**config.mk**
```make
export PLATFORM = sky130hd
export DESIGN_NAME = keyframe_window_manager_unit
export DESIGN_NICKNAME = d
export VERILOG_FILES = /design/src/hdl/kwm_pkg.sv /design/src/hdl/kwm_out.sv /design/src/hdl/keyframe_window_manager_unit.sv
export SDC_FILE = /design/constraint.sdc
export NUM_CORES = 2
export LEC_CHECK = 0
export BUFFER_PORTS_ARGS = -buffer_cell sky130_fd_sc_hd__buf_2
export CAP_MARGIN = 20
export CELL_PAD_IN_SITES_DETAIL_PLACEMENT = 2
export CELL_PAD_IN_SITES_GLOBAL_PLACEMENT = 2
export CORE_MARGIN = 2
export CORE_UTILIZATION = 40
export CTS_BUF_LIST = sky130_fd_sc_hd__clkbuf_4 sky130_fd_sc_hd__clkbuf_8 sky130_fd_sc_hd__clkbuf_16
export DETAILED_ROUTE_END_ITERATION = 8
export GPL_TIMING_DRIVEN = 0
export PLACE_DENSITY = 0.83
export SYNTH_ARGS = -nofsm -noshare
export SYNTH_HDL_FRONTEND = slang
export SYNTH_SLANG_ARGS = --single-unit
```
**constraint.sdc**
```tcl
create_clock -name i_clk -period 8.4 [get_ports i_clk]
set_input_delay 1.26 -clock i_clk [delete_from_list [all_inputs] [get_ports i_clk]]
set_output_delay 1.26 -clock i_clk [all_outputs]
set_load 0.1 [all_outputs]
```
**src/hdl/kwm_pkg.sv**
```systemverilog
package kwm_pkg;

    // Default storage depths.
    localparam int KEY_DEPTH_DEF    = 16;
    localparam int RECENT_DEPTH_DEF = 8;

    // Configuration register indexes.
    localparam logic [1:0] REG_RECENT_LIMIT = 2'd0;
    localparam logic [1:0] REG_MATCH_RATIO  = 2'd1;
    localparam logic [1:0] REG_UNUSED_LIMIT = 2'd2;
    localparam logic [1:0] REG_KEY_CAP      = 2'd3;

    // Configuration reset values.
    localparam logic [2:0]  RECENT_LIMIT_RST = 3'd4;
    localparam logic [15:0] MATCH_RATIO_RST  = 16'd128;
    localparam logic [7:0]  UNUSED_LIMIT_RST = 8'd5;
    localparam logic [3:0]  KEY_CAP_RST      = 4'd0;

    localparam int CFG_DATA_W = 16;
    localparam int INDEX_W    = 32;
    localparam int SIZE_W     = 20;
    localparam int CONN_W     = 24;
    localparam int UNUSED_W   = 8;

    // Request from the step sequencer to the result buffer.
    typedef struct packed {
        logic               push;
        logic               flush;
        logic [INDEX_W-1:0] idx;
        logic               forced;
    } t_buf_req;

    // Status of the result buffer.
    typedef struct packed {
        logic ready;
        logic pending;
    } t_buf_sts;

endpackage

```
**src/hdl/kwm_out.sv**
```systemverilog
module kwm_out (
    input  logic                            i_clk,
    input  logic                            i_rst_n,
    input  kwm_pkg::t_buf_req               i_req,
    output kwm_pkg::t_buf_sts               o_sts,
    output logic                            o_valid,
    input  logic                            i_stall,
    output logic [kwm_pkg::INDEX_W-1:0]     o_marginal_index,
    output logic                            o_last_of_step,
    output logic                            o_forced_evict
);

    // One word is held back so that the last word of a step can be flagged.
    logic                        r_pv, n_pv;
    logic [kwm_pkg::INDEX_W-1:0] r_pidx, n_pidx;
    logic                        r_pf, n_pf;
    logic                        r_ov, n_ov;
    logic [kwm_pkg::INDEX_W-1:0] r_oidx, n_oidx;
    logic                        r_olast, n_olast;
    logic                        r_of, n_of;
    logic                        ready;

    assign ready = !r_pv || !r_ov || !i_stall;

    // Move the held word out when a new one arrives or the step ends.
    always_comb begin
        n_pv    = r_pv;
        n_pidx  = r_pidx;
        n_pf    = r_pf;
        n_ov    = r_ov && i_stall;
        n_oidx  = r_oidx;
        n_olast = r_olast;
        n_of    = r_of;
        if (i_req.push && ready) begin
            if (r_pv) begin
                n_ov    = 1'b1;
                n_oidx  = r_pidx;
                n_olast = 1'b0;
                n_of    = r_pf;
            end
            n_pv   = 1'b1;
            n_pidx = i_req.idx;
            n_pf   = i_req.forced;
        end else if (i_req.flush && ready && r_pv) begin
            n_ov    = 1'b1;
            n_oidx  = r_pidx;
            n_olast = 1'b1;
            n_of    = r_pf;
            n_pv    = 1'b0;
        end
    end

    always_ff @(posedge i_clk) begin
        if (!i_rst_n) begin
            r_pv <= 1'b0;
            r_ov <= 1'b0;
        end else begin
            r_pv <= n_pv;
            r_ov <= n_ov;
        end
        r_pidx  <= n_pidx;
        r_pf    <= n_pf;
        r_oidx  <= n_oidx;
        r_olast <= n_olast;
        r_of    <= n_of;
    end

    assign o_sts.ready      = ready;
    assign o_sts.pending    = r_pv;
    assign o_valid          = r_ov;
    assign o_marginal_index = r_oidx;
    assign o_last_of_step   = r_olast;
    assign o_forced_evict   = r_of;

endmodule

```
**src/hdl/keyframe_window_manager_unit.sv**
```systemverilog
// Sequence: a report word walks the held keyframes, then the recent frames.
// A frame word runs the window judgement and an unused pass over the keyframes,
// plus a grouping and compaction pass when keyframes expire; words leave in order.
// Throughput: one word at a time; the keyframe memory walk sets the rate.
// Reset: synchronous, active low; empties both stores, loads register defaults.
// Memories need no clearing pass; connection counts use per-slot flags.
module keyframe_window_manager_unit #(
    parameter int KEY_DEPTH    = kwm_pkg::KEY_DEPTH_DEF,
    parameter int RECENT_DEPTH = kwm_pkg::RECENT_DEPTH_DEF
) (
    input  logic                               i_clk,
    input  logic                               i_rst_n,
    input  logic                               i_cfg_we,
    input  logic [1:0]                         i_cfg_index,
    input  logic [kwm_pkg::CFG_DATA_W-1:0]     i_cfg_wdata,
    input  logic                               i_valid,
    output logic                               o_stall,
    input  logic                               i_mode,
    input  logic [kwm_pkg::INDEX_W-1:0]        i_frame_index,
    input  logic [kwm_pkg::SIZE_W-1:0]         i_frame_size,
    input  logic [kwm_pkg::CONN_W-1:0]         i_connection_count,
    output logic                               o_valid,
    input  logic                               i_stall,
    output logic [kwm_pkg::INDEX_W-1:0]        o_marginal_index,
    output logic                               o_last_of_step,
    output logic                               o_forced_evict
);

    localparam int KAW = $clog2(KEY_DEPTH);
    localparam int KCW = $clog2(KEY_DEPTH + 1);
    localparam int RAW = $clog2(RECENT_DEPTH);
    localparam int RCW = $clog2(RECENT_DEPTH + 1);
    localparam int IW  = (KCW > RCW) ? KCW : RCW;
    localparam int MW  = 36;
    localparam int PW  = MW + RCW;
    localparam int IXW = kwm_pkg::INDEX_W;
    localparam int SZW = kwm_pkg::SIZE_W;
    localparam int CNW = kwm_pkg::CONN_W;
    localparam int UNW = kwm_pkg::UNUSED_W;

    localparam logic [4:0] S_IDLE   = 5'd0;
    localparam logic [4:0] S_RK_RD  = 5'd1;
    localparam logic [4:0] S_RK_EX  = 5'd2;
    localparam logic [4:0] S_RR_RD  = 5'd3;
    localparam logic [4:0] S_RR_EX  = 5'd4;
    localparam logic [4:0] S_PUSH   = 5'd5;
    localparam logic [4:0] S_KPUSH  = 5'd6;
    localparam logic [4:0] S_KFULL  = 5'd7;
    localparam logic [4:0] S_KWR    = 5'd8;
    localparam logic [4:0] S_J0     = 5'd9;
    localparam logic [4:0] S_J1     = 5'd10;
    localparam logic [4:0] S_J2     = 5'd11;
    localparam logic [4:0] S_J3     = 5'd12;
    localparam logic [4:0] S_U_INIT = 5'd13;
    localparam logic [4:0] S_U_RD   = 5'd14;
    localparam logic [4:0] S_U_EX   = 5'd15;
    localparam logic [4:0] S_G_SEL  = 5'd16;
    localparam logic [4:0] S_G_KEY  = 5'd17;
    localparam logic [4:0] S_G_RD   = 5'd18;
    localparam logic [4:0] S_G_EX   = 5'd19;
    localparam logic [4:0] S_C_RD   = 5'd20;
    localparam logic [4:0] S_C_EX   = 5'd21;
    localparam logic [4:0] S_CAP    = 5'd22;
    localparam logic [4:0] S_CAP_EX = 5'd23;
    localparam logic [4:0] S_END    = 5'd24;

    // Physical slot of a logical position in a ring.
    function automatic logic [KAW-1:0] kphys(input logic [KAW-1:0] b, input logic [IW-1:0] o);
        int s;
        s = int'(b) + int'(o);
        if (s >= KEY_DEPTH) s = s - KEY_DEPTH;
        return KAW'(s);
    endfunction

    function automatic logic [RAW-1:0] rphys(input logic [RAW-1:0] b, input logic [IW-1:0] o);
        int s;
        s = int'(b) + int'(o);
        if (s >= RECENT_DEPTH) s = s - RECENT_DEPTH;
        return RAW'(s);
    endfunction

    // Configuration registers.
    logic [2:0]  r_cfg_rl;
    logic [15:0] r_cfg_ratio;
    logic [7:0]  r_cfg_ul;
    logic [3:0]  r_cfg_cap;

    // Control state.
    logic [4:0]            r_state, n_state;
    logic [KAW-1:0]        r_kh, n_kh;
    logic [KCW-1:0]        r_kc, n_kc;
    logic [RAW-1:0]        r_rh, n_rh;
    logic [RCW-1:0]        r_rc, n_rc;
    logic [IW-1:0]         r_i, n_i;
    logic [IW-1:0]         r_j, n_j;
    logic [IW-1:0]         r_w, n_w;
    logic [KEY_DEPTH-1:0]  r_done, n_done;
    logic [KEY_DEPTH-1:0]  r_gone, n_gone;
    logic [KEY_DEPTH-1:0]  r_kflag, n_kflag;
    logic [RECENT_DEPTH-1:0] r_rflag, n_rflag;
    logic                  r_any, n_any;
    logic                  r_ret, n_ret;
    logic                  r_cforced, n_cforced;

    // Working registers.
    logic [IXW-1:0] r_fidx, n_fidx;
    logic [SZW-1:0] r_fsize, n_fsize;
    logic [CNW-1:0] r_fconn, n_fconn;
    logic [IXW-1:0] r_pidx, n_pidx;
    logic [CNW-1:0] r_pconn, n_pconn;
    logic          r_pflag, n_pflag;
    logic [RAW-1:0] r_jslot, n_jslot;
    logic [IXW-1:0] r_jidx, n_jidx;
    logic [CNW-1:0] r_jconn, n_jconn;
    logic [MW-1:0]  r_prod, n_prod;
    logic [PW-1:0]  r_rhs, n_rhs;
    logic [IXW-1:0] r_gkey, n_gkey;

    // Memories and their ports.
    logic [IXW-1:0] r_kmem_idx  [KEY_DEPTH];
    logic [UNW-1:0] r_kmem_un   [KEY_DEPTH];
    logic [CNW-1:0] r_kmem_conn [KEY_DEPTH];
    logic [IXW-1:0] r_rmem_idx  [RECENT_DEPTH];
    logic [SZW-1:0] r_rmem_size [RECENT_DEPTH];
    logic [CNW-1:0] r_rmem_conn [RECENT_DEPTH];
    logic [KAW-1:0] r_kra, k_raddr;
    logic [RAW-1:0] r_rra, rm_raddr;
    logic [IXW-1:0] r_kq_idx;
    logic [UNW-1:0] r_kq_un;
    logic [CNW-1:0] r_kq_conn;
    logic [IXW-1:0] r_rq_idx;
    logic [SZW-1:0] r_rq_size;
    logic [CNW-1:0] r_rq_conn;
    logic           k_we_idx, k_we_un, k_we_conn;
    logic [KAW-1:0] k_waddr;
    logic [IXW-1:0] k_wd_idx;
    logic [UNW-1:0] k_wd_un;
    logic [CNW-1:0] k_wd_conn;
    logic           rm_we_main, rm_we_conn;
    logic [RAW-1:0] rm_waddr;
    logic [CNW-1:0] rm_wd_conn;

    kwm_pkg::t_buf_req buf_req;
    kwm_pkg::t_buf_sts buf_sts;

    // Working values of the current slot.
    logic [KAW-1:0] kslot;
    logic [RAW-1:0] rslot;
    logic [CNW-1:0] kconn_eff;
    logic [UNW-1:0] un_next;
    logic           un_done;
    int             lim;

    assign kslot     = kphys(r_kh, r_i);
    assign rslot     = rphys(r_rh, r_i);
    assign kconn_eff = r_kflag[kslot] ? r_kq_conn : '0;
    assign un_next   = (kconn_eff != '0) ? '0 :
                       ((r_kq_un == '1) ? r_kq_un : r_kq_un + UNW'(1));
    assign un_done   = un_next > r_cfg_ul;
    assign lim       = (int'(r_cfg_rl) > RECENT_DEPTH - 1) ? RECENT_DEPTH - 1 : int'(r_cfg_rl);

    assign o_stall = (r_state != S_IDLE);

    // Step and report sequencer.
    always_comb begin
        n_state   = r_state;
        n_kh      = r_kh;
        n_kc      = r_kc;
        n_rh      = r_rh;
        n_rc      = r_rc;
        n_i       = r_i;
        n_j       = r_j;
        n_w       = r_w;
        n_done    = r_done;
        n_gone    = r_gone;
        n_kflag   = r_kflag;
        n_rflag   = r_rflag;
        n_any     = r_any;
        n_ret     = r_ret;
        n_cforced = r_cforced;
        n_fidx    = r_fidx;
        n_fsize   = r_fsize;
        n_fconn   = r_fconn;
        n_pidx    = r_pidx;
        n_pconn   = r_pconn;
        n_pflag   = r_pflag;
        n_jslot   = r_jslot;
        n_jidx    = r_jidx;
        n_jconn   = r_jconn;
        n_prod    = r_prod;
        n_rhs     = r_rhs;
        n_gkey    = r_gkey;
        k_raddr    = r_kra;
        rm_raddr   = r_rra;
        k_we_idx   = 1'b0;
        k_we_un    = 1'b0;
        k_we_conn  = 1'b0;
        k_waddr    = kslot;
        k_wd_idx   = r_kq_idx;
        k_wd_un    = '0;
        k_wd_conn  = r_fconn;
        rm_we_main = 1'b0;
        rm_we_conn = 1'b0;
        rm_waddr   = rslot;
        rm_wd_conn = r_fconn;
        buf_req    = '0;

        unique case (r_state)
            S_IDLE: begin
                if (i_valid) begin
                    n_fidx  = i_frame_index;
                    n_fsize = i_frame_size;
                    n_fconn = i_connection_count;
                    n_i     = '0;
                    n_state = i_mode ? S_PUSH : S_RK_RD;
                end
            end
            // Report: walk the keyframes, then the recent frames.
            S_RK_RD: begin
                if (int'(r_i) >= int'(r_kc)) begin
                    n_i     = '0;
                    n_state = S_RR_RD;
                end else begin
                    k_raddr = kslot;
                    n_state = S_RK_EX;
                end
            end
            S_RK_EX: begin
                if (r_kq_idx == r_fidx) begin
                    k_we_conn      = 1'b1;
                    n_kflag[kslot] = 1'b1;
                end
                n_i     = r_i + IW'(1);
                n_state = S_RK_RD;
            end
            S_RR_RD: begin
                if (int'(r_i) >= int'(r_rc)) begin
                    n_state = S_IDLE;
                end else begin
                    rm_raddr = rslot;
                    n_state  = S_RR_EX;
                end
            end
            S_RR_EX: begin
                if (r_rq_idx == r_fidx) begin
                    rm_we_conn     = 1'b1;
                    n_rflag[rslot] = 1'b1;
                end
                n_i     = r_i + IW'(1);
                n_state = S_RR_RD;
            end
            // New frame: keyframe for index zero, recent frame otherwise.
            S_PUSH: begin
                if (r_fidx == '0) begin
                    n_pidx  = '0;
                    n_pconn = '0;
                    n_pflag = 1'b0;
                    n_ret   = 1'b0;
                    n_state = S_KPUSH;
                end else begin
                    rm_we_main = 1'b1;
                    rm_waddr   = rphys(r_rh, IW'(r_rc));
                    n_rflag[rm_waddr] = 1'b0;
                    n_rc       = r_rc + RCW'(1);
                    n_state    = S_J0;
                end
            end
            S_KPUSH: begin
                if (int'(r_kc) == KEY_DEPTH) begin
                    k_raddr = r_kh;
                    n_state = S_KFULL;
                end else begin
                    n_state = S_KWR;
                end
            end
            S_KFULL: begin
                if (buf_sts.ready) begin
                    buf_req.push   = 1'b1;
                    buf_req.idx    = r_kq_idx;
                    buf_req.forced = 1'b1;
                    n_kh           = kphys(r_kh, IW'(1));
                    n_kc           = r_kc - KCW'(1);
                    n_state        = S_KWR;
                end
            end
            S_KWR: begin
                k_waddr   = kphys(r_kh, IW'(r_kc));
                k_we_idx  = 1'b1;
                k_we_un   = 1'b1;
                k_we_conn = 1'b1;
                k_wd_idx  = r_pidx;
                k_wd_conn = r_pconn;
                n_kflag[k_waddr] = r_pflag;
                n_kc      = r_kc + KCW'(1);
                n_state   = r_ret ? S_U_INIT : S_J0;
            end
            // Judge the oldest recent frame when the window is over its limit.
            S_J0: begin
                if (int'(r_rc) > lim) begin
                    rm_raddr = r_rh;
                    n_jslot  = r_rh;
                    n_rh     = rphys(r_rh, IW'(1));
                    n_rc     = r_rc - RCW'(1);
                    n_state  = S_J1;
                end else begin
                    n_state = S_U_INIT;
                end
            end
            S_J1: begin
                n_jidx  = r_rq_idx;
                n_jconn = r_rflag[r_jslot] ? r_rq_conn : '0;
                n_prod  = MW'(r_cfg_ratio) * MW'(r_rq_size);
                n_state = S_J2;
            end
            S_J2: begin
                n_rhs   = PW'(r_prod) * PW'(r_rc);
                n_state = S_J3;
            end
            S_J3: begin
                if (PW'({r_jconn, 8'h00}) > r_rhs) begin
                    n_pidx  = r_jidx;
                    n_pconn = r_jconn;
                    n_pflag = 1'b1;
                    n_ret   = 1'b1;
                    n_state = S_KPUSH;
                end else if (buf_sts.ready) begin
                    buf_req.push = 1'b1;
                    buf_req.idx  = r_jidx;
                    n_state      = S_U_INIT;
                end
            end
            // Unused counters, one keyframe at a time.
            S_U_INIT: begin
                n_i     = '0;
                n_done  = '0;
                n_gone  = '0;
                n_any   = 1'b0;
                n_state = S_U_RD;
            end
            S_U_RD: begin
                if (int'(r_i) >= int'(r_kc)) begin
                    n_j     = '0;
                    n_state = r_any ? S_G_SEL : S_CAP;
                end else begin
                    k_raddr = kslot;
                    n_state = S_U_EX;
                end
            end
            S_U_EX: begin
                if (!un_done || buf_sts.ready) begin
                    k_we_un = 1'b1;
                    k_wd_un = un_next;
                    n_done[r_i[KAW-1:0]] = un_done;
                    if (un_done) begin
                        n_any        = 1'b1;
                        buf_req.push = 1'b1;
                        buf_req.idx  = r_kq_idx;
                    end
                    n_i     = r_i + IW'(1);
                    n_state = S_U_RD;
                end
            end
            // Mark every keyframe that shares an index with an expired one.
            S_G_SEL: begin
                if (int'(r_j) >= int'(r_kc)) begin
                    n_i     = '0;
                    n_w     = '0;
                    n_state = S_C_RD;
                end else if (!r_done[r_j[KAW-1:0]]) begin
                    n_j = r_j + IW'(1);
                end else begin
                    k_raddr = kphys(r_kh, r_j);
                    n_state = S_G_KEY;
                end
            end
            S_G_KEY: begin
                n_gkey  = r_kq_idx;
                n_i     = '0;
                n_state = S_G_RD;
            end
            S_G_RD: begin
                if (int'(r_i) >= int'(r_kc)) begin
                    n_j     = r_j + IW'(1);
                    n_state = S_G_SEL;
                end else begin
                    k_raddr = kslot;
                    n_state = S_G_EX;
                end
            end
            S_G_EX: begin
                if (r_kq_idx == r_gkey) n_gone[r_i[KAW-1:0]] = 1'b1;
                n_i     = r_i + IW'(1);
                n_state = S_G_RD;
            end
            // Compact the surviving keyframes toward the head.
            S_C_RD: begin
                if (int'(r_i) >= int'(r_kc)) begin
                    n_kc    = KCW'(r_w);
                    n_state = S_CAP;
                end else if (r_gone[r_i[KAW-1:0]]) begin
                    n_i = r_i + IW'(1);
                end else begin
                    k_raddr = kslot;
                    n_state = S_C_EX;
                end
            end
            S_C_EX: begin
                k_waddr  = kphys(r_kh, r_w);
                k_we_idx = 1'b1;
                k_we_un  = 1'b1;
                k_wd_idx = r_kq_idx;
                k_wd_un  = r_kq_un;
                n_w      = r_w + IW'(1);
                n_i      = r_i + IW'(1);
                n_state  = S_C_RD;
            end
            // Evict the oldest keyframe above the cap or with a full store.
            S_CAP: begin
                k_raddr = r_kh;
                if (r_cfg_cap != '0 && int'(r_kc) > int'(r_cfg_cap)) begin
                    n_cforced = 1'b0;
                    n_state   = S_CAP_EX;
                end else if (int'(r_kc) >= KEY_DEPTH) begin
                    n_cforced = 1'b1;
                    n_state   = S_CAP_EX;
                end else begin
                    n_state = S_END;
                end
            end
            S_CAP_EX: begin
                if (buf_sts.ready) begin
                    buf_req.push   = 1'b1;
                    buf_req.idx    = r_kq_idx;
                    buf_req.forced = r_cforced;
                    n_kh           = kphys(r_kh, IW'(1));
                    n_kc           = r_kc - KCW'(1);
                    n_state        = S_END;
                end
            end
            // Flag the last word and drop all reported counts.
            S_END: begin
                if (buf_sts.ready) begin
                    buf_req.flush = 1'b1;
                    n_kflag       = '0;
                    n_rflag       = '0;
                    n_state       = S_IDLE;
                end
            end
            default: n_state = S_IDLE;
        endcase
    end

    // Control and configuration registers.
    always_ff @(posedge i_clk) begin
        if (!i_rst_n) begin
            r_state     <= S_IDLE;
            r_kh        <= '0;
            r_kc        <= '0;
            r_rh        <= '0;
            r_rc        <= '0;
            r_kflag     <= '0;
            r_rflag     <= '0;
            r_cfg_rl    <= kwm_pkg::RECENT_LIMIT_RST;
            r_cfg_ratio <= kwm_pkg::MATCH_RATIO_RST;
            r_cfg_ul    <= kwm_pkg::UNUSED_LIMIT_RST;
            r_cfg_cap   <= kwm_pkg::KEY_CAP_RST;
        end else begin
            r_state <= n_state;
            r_kh    <= n_kh;
            r_kc    <= n_kc;
            r_rh    <= n_rh;
            r_rc    <= n_rc;
            r_kflag <= n_kflag;
            r_rflag <= n_rflag;
            if (i_cfg_we) begin
                unique case (i_cfg_index)
                    kwm_pkg::REG_RECENT_LIMIT: r_cfg_rl    <= i_cfg_wdata[2:0];
                    kwm_pkg::REG_MATCH_RATIO:  r_cfg_ratio <= i_cfg_wdata[15:0];
                    kwm_pkg::REG_UNUSED_LIMIT: r_cfg_ul    <= i_cfg_wdata[7:0];
                    kwm_pkg::REG_KEY_CAP:      r_cfg_cap   <= i_cfg_wdata[3:0];
                endcase
            end
        end
        r_i       <= n_i;
        r_j       <= n_j;
        r_w       <= n_w;
        r_done    <= n_done;
        r_gone    <= n_gone;
        r_any     <= n_any;
        r_ret     <= n_ret;
        r_cforced <= n_cforced;
        r_fidx    <= n_fidx;
        r_fsize   <= n_fsize;
        r_fconn   <= n_fconn;
        r_pidx    <= n_pidx;
        r_pconn   <= n_pconn;
        r_pflag   <= n_pflag;
        r_jslot   <= n_jslot;
        r_jidx    <= n_jidx;
        r_jconn   <= n_jconn;
        r_prod    <= n_prod;
        r_rhs     <= n_rhs;
        r_gkey    <= n_gkey;
        r_kra     <= k_raddr;
        r_rra     <= rm_raddr;
    end

    // Keyframe memory: one write and one registered read per cycle.
    always_ff @(posedge i_clk) begin
        if (k_we_idx)  r_kmem_idx[k_waddr]  <= k_wd_idx;
        if (k_we_un)   r_kmem_un[k_waddr]   <= k_wd_un;
        if (k_we_conn) r_kmem_conn[k_waddr] <= k_wd_conn;
        r_kq_idx  <= r_kmem_idx[k_raddr];
        r_kq_un   <= r_kmem_un[k_raddr];
        r_kq_conn <= r_kmem_conn[k_raddr];
    end

    // Recent frame memory.
    always_ff @(posedge i_clk) begin
        if (rm_we_main) begin
            r_rmem_idx[rm_waddr]  <= r_fidx;
            r_rmem_size[rm_waddr] <= r_fsize;
        end
        if (rm_we_conn) r_rmem_conn[rm_waddr] <= rm_wd_conn;
        r_rq_idx  <= r_rmem_idx[rm_raddr];
        r_rq_size <= r_rmem_size[rm_raddr];
        r_rq_conn <= r_rmem_conn[rm_raddr];
    end

    kwm_out u_out (
        .i_clk            (i_clk),
        .i_rst_n          (i_rst_n),
        .i_req            (buf_req),
        .o_sts            (buf_sts),
        .o_valid          (o_valid),
        .i_stall          (i_stall),
        .o_marginal_index (o_marginal_index),
        .o_last_of_step   (o_last_of_step),
        .o_forced_evict   (o_forced_evict)
    );

    a_key_count: assert property (@(posedge i_clk) disable iff (!i_rst_n)
        int'(r_kc) <= KEY_DEPTH) else $error("keyframe count above depth");

    a_recent_count: assert property (@(posedge i_clk) disable iff (!i_rst_n)
        (r_state == S_IDLE) |-> (int'(r_rc) < RECENT_DEPTH))
        else $error("recent window overfilled between steps");

    a_idle_no_pending: assert property (@(posedge i_clk) disable iff (!i_rst_n)
        (r_state == S_IDLE) |-> !buf_sts.pending)
        else $error("held word left over after a step");

    a_flags_cleared: assert property (@(posedge i_clk) disable iff (!i_rst_n)
        (r_state == S_END && buf_sts.ready) |=> (r_kflag == '0 && r_rflag == '0))
        else $error("connection flags not cleared at step end");

endmodule
```
==> impl_metrics.yaml <==
status:
  outcome: "complete, but fails checks"
  violated_checks: "setup timing"
pwr:
  power.density_nw_per_um2: 345
  static-leakage-power_nw: 44.7
  worst_ir_drop_vdd_uv: 214
sta:
  setup_total_negative_slack_ns: -0.0499
  period_needed_ns: 8.42
  timing.hold.ws_ns: 0.424
  maxClockFrequency_mhz: 119
  final.period_utilization_pct: 100
  hold_viol: 0
  setup_viol: 4
  slew_headroom_pct: 9.14
  fin_skew_ns: 0.103
  tightest_slew_ns: 1.36
  slew_viol_final: 0
  grt_setup_unrepaired: "false"
  layout_setup_ws_ns: -0.0163
worst_hold_path:
  hold_path_startpoint: "u_out.r_pidx[21]"
  hold_class: "flop to flop"
  whs_endpoint: "u_out.o_marginal_index[21]"
  min_delay_path_depth: 0
detailed_routing:
  routed-wl-met3_um: 35100
  routedWlPerCell_um: 36.4
  length_of_the_first_detailed_routing_pass_in_iterations: 5
  met1Wirelength_um: 162000
  avgViaCountPerCell: 6.25
  met2RoutedLength_um: 223000
  route.top_layer_used: "met5"
  initialDrtViolationCount: 9208
  detail-route-antenna-nets: 0
  drc_errors: 0
  routed-via-count: 78100
  finalWirelength_um: 455000
cts:
  ctsHoldBuffers: 0
  postCtsSetupBuffers: 0
  clk_latency_ns: 0.96
  max-clock-path-buffers: 3
  cts_made_buffers: 232
  clock-sinks: 2273
  clk_pin_slew_worst_paths_ns: 0.07
  cts_root_buf: "sky130_fd_sc_hd__clkbuf_16"
  ctsHtreeMaxLevel: 4
  clock_tree_from_tritoncts: "built"
worst_setup_path:
  critical_path.startpoint_type: "flop"
  rr_worst_depth: 19
  critical_path_class: "flop to flop"
  rr_endpoint: "u_out.r_pidx[10]"
  critPathRequiredTime_ns: 8.95
  max_stage_delay_ns: 0.96
  critPathSlowestCell: "sky130_fd_sc_hd__fa_1"
  worst_ep_arrival_time_ns: 8.97
  critical_path.endpoint_type: "flop"
  critical_path.top_delay_family: "buffers and inverters"
  timing.critical_path.buf_inv: 4
  timing.critical_path.from: "r_i[1]"
  path_common_cell: "sky130_fd_sc_hd__clkbuf_1"
  critPathMaxFanout: 33
  critical_path.cell_chain: "fa_1 -> clkbuf_1 -> mux4_2 -> mux4_2 -> nor4bb_1 -> clkbuf_1 -> nor2_1 -> ha_1 -> nor2b_1 -> o21a_1 -> o21a_1 -> o211ai_1 -> a21boi_0 -> o31a_1 -> a21o_1 -> clkbuf_1 -> a21oi_1 -> or2_2 -> inv_2"
  worstReg2RegStart: "r_i[1]"
  timing.reg2reg.setup_slack_ns: -0.02
placed_design:
  numPortBuffers: 134
  detailed_place.area_um2: 112000
  gpl.final_weighted_congestion: 0.909
  dp_slack_ns: 0.299
  dp_hpwl_um: 290000
layout:
  nets: 9423
  post-route-util_pct: 45.9
  fin_area_um2: 120000
  fillers: 25400
  layout_common_cells: "2048 x sky130_fd_sc_hd__edfxtp_1, 1786 x sky130_fd_sc_hd__nand2_1, 426 x sky130_fd_sc_hd__inv_1, 361 x sky130_fd_sc_hd__clkbuf_1, 326 x sky130_fd_sc_hd__fa_1"
  drive_gt1_share_pct: 10.7
  synthToLayoutAreaGrowth_pct: 14.4
  layout.cells.most_common: "sky130_fd_sc_hd__edfxtp_1"
grt:
  grt_first_pass_wirelength_um: 641000
  groute.usage.overall_pct: 33.4
  pin_count_of_the_biggest_net_entering_global_routing: 55
  antenna_violations_before_repair: 47
  first_global_vias: 85700
  global_route.overflow_total: 0
yosys:
  mappedNetlistNets: 8980
  synth_warnings: 0
  synthCells: 8321
  synth_seq_cells: 2273
  synth.distinct_cells: 78
  yosysSeqAreaShare_pct: 62.9
  async_reset_ff_share_pct: 0
  post_synth_instance_area_um2: 105000
  synth_top_cell_by_area: "sky130_fd_sc_hd__edfxtp_1"
  syn_area_per_cell_um2: 12.6
  synth.top_cell.area_share_pct: 58.6
  synth-edff-count: 2048
  postSynth.topFlopCell: "sky130_fd_sc_hd__edfxtp_1"
  post_synth_main_area_contributors: "sky130_fd_sc_hd__edfxtp_1 59%, sky130_fd_sc_hd__nand2_1 6.4%, sky130_fd_sc_hd__fa_1 6.2%, sky130_fd_sc_hd__dfxtp_1 4.3%, sky130_fd_sc_hd__ha_1 2.8%"
die:
  row_count: 188
  dieArea_um2: 267000
  area_inside_the_core_boundary_um2: 262000
  floorplan.initialDensity_pct: 40.1
  die_height_um: 516
  pin_count: 136
  floorplan.die.width_um: 516
run:
  maxCapViolations: 0
[state kept, by name, summed over array words and instances, names as in the netlist, 36 cells and up]
register / flops
r_kmem_conn: 384
r_kmem_idx: 512
r_kmem_un: 128
r_prod: 36
r_rhs: 40
r_rmem_conn: 192
r_rmem_idx: 256
r_rmem_size: 160
[final cells by class]
class | count | area, µm² | share of cell area [%]
Inverter | 431 | 1620 | 1.35
Antenna cell | 12 | 30.0 | 0.0250
Multi-Input combinational cell | 5151 | 35900 | 29.9
Sequential cell | 2273 | 66000 | 54.9
Timing Repair Buffer | 209 | 2110 | 1.76
Buffer | 466 | 1910 | 1.59
Tap cell | 3515 | 4400 | 3.66
Clock inverter | 113 | 1390 | 1.16
Clock buffer | 329 | 6760 | 5.63
[what timing repair did]
item                                    4_1_cts  5_1_grt
endpoints found under the setup margin        0        1
endpoints found under the hold margin         0        0
gates resized for setup                       0        6
[synth_stat cells, types with 24 or more instances]
library cell / n
sky130_fd_sc_hd__dfxtp_1: 225
sky130_fd_sc_hd__a211oi_1: 155
sky130_fd_sc_hd__mux2i_1: 171
sky130_fd_sc_hd__a21oi_1: 210
sky130_fd_sc_hd__nor2b_1: 125
sky130_fd_sc_hd__fa_1: 326
sky130_fd_sc_hd__o32ai_1: 68
sky130_fd_sc_hd__ha_1: 233
sky130_fd_sc_hd__and2_1: 223
sky130_fd_sc_hd__nand4_1: 26
sky130_fd_sc_hd__a31o_2: 71
sky130_fd_sc_hd__nor3_1: 30
sky130_fd_sc_hd__clkbuf_1: 365
sky130_fd_sc_hd__nand3_1: 209
sky130_fd_sc_hd__a31oi_1: 145
sky130_fd_sc_hd__nand2b_1: 24
sky130_fd_sc_hd__and2_0: 39
sky130_fd_sc_hd__nand2_1: 1786
sky130_fd_sc_hd__xnor2_1: 101
sky130_fd_sc_hd__and3_1: 267
sky130_fd_sc_hd__buf_2: 67
sky130_fd_sc_hd__nor2_1: 249
sky130_fd_sc_hd__mux2_2: 66
sky130_fd_sc_hd__inv_1: 427
sky130_fd_sc_hd__a221o_1: 66
sky130_fd_sc_hd__o21ai_0: 77
sky130_fd_sc_hd__a21o_1: 67
sky130_fd_sc_hd__xor2_1: 99
sky130_fd_sc_hd__nor4_1: 39
sky130_fd_sc_hd__a311oi_1: 77
sky130_fd_sc_hd__edfxtp_1: 2048
[per-stage QoR]
step	std cells	total power (W)
final	12500	0.0414
after global routing	12500	0.0422
after CTS	12500	0.0408
after detailed placement	12000	0.0287
after global placement	12000	0.0273
after floorplan	8321	0.0225
[how the worst max path moves through the flow]
stage | end | slack, ns | depth (start not counted)
finish | u_out.r_pidx[10] | -0.02 | 19
global route | r_prod[35] | 0.0004 | 21
detailed placement | r_prod[35] | 0.30 | 23
CTS | r_kmem_un[4][6] | 0.07 | 19
global placement | u_out.o_marginal_index[12] | 0.35 | 16
floorplan | r_prod[35] | 2.11 | 23
[power breakdown]
| group | switching [W] | internal (W) | leakage (nW) |
|---|---|---|---|
| clock | 0.00520 | 0.00631 | 4.06 |
| sequential | 0.00137 | 0.0143 | 20.6 |
| combinational | 0.0104 | 0.00385 | 20.0 |
| total | 0.0169 | 0.0245 | 44.7 |
[cells by family (layout without fill, tap and decap cells)]
| logic type | count (synthesis) | count (layout) | synth area share (%) |
|---|---|---|---|
| xor+xnor | 200 | 200 | 1.67 |
| other cells | 0 | 12 | 0 |
| flops | 2273 | 2273 | 62.9 |
| fa+ha+maj | 559 | 559 | 8.99 |
| simple gates | 3066 | 3066 | 13.2 |
| compound gates | 1077 | 1077 | 7.32 |
| mux | 249 | 249 | 2.60 |
| buf+inv | 897 | 1548 | 3.35 |
[layer usage]
metal / vias up / global-route usage [%]
met1: 40800 / 38.6
li1: 30600 / -
met4: 20 / 21.2
met3: 1695 / 6.04
met2: 4973 / 57.2
met5: - / 0
[worst reg2reg max path, delay by kind of cell, from the launching register on]
| family | cells | cell delay [ns] |
|---|---|---|
| adder cells (fa/ha/maj) | 2 | 1.32 |
| buffers and inverters | 4 | 2.58 |
| AND/OR/NAND/NOR | 4 | 0.93 |
| multiplexers | 2 | 0.66 |
| flip-flops | 1 | 0.83 |
| AO/OA/AOI/OAI | 7 | 1.66 |
Power figures use the tool's default switching activity.
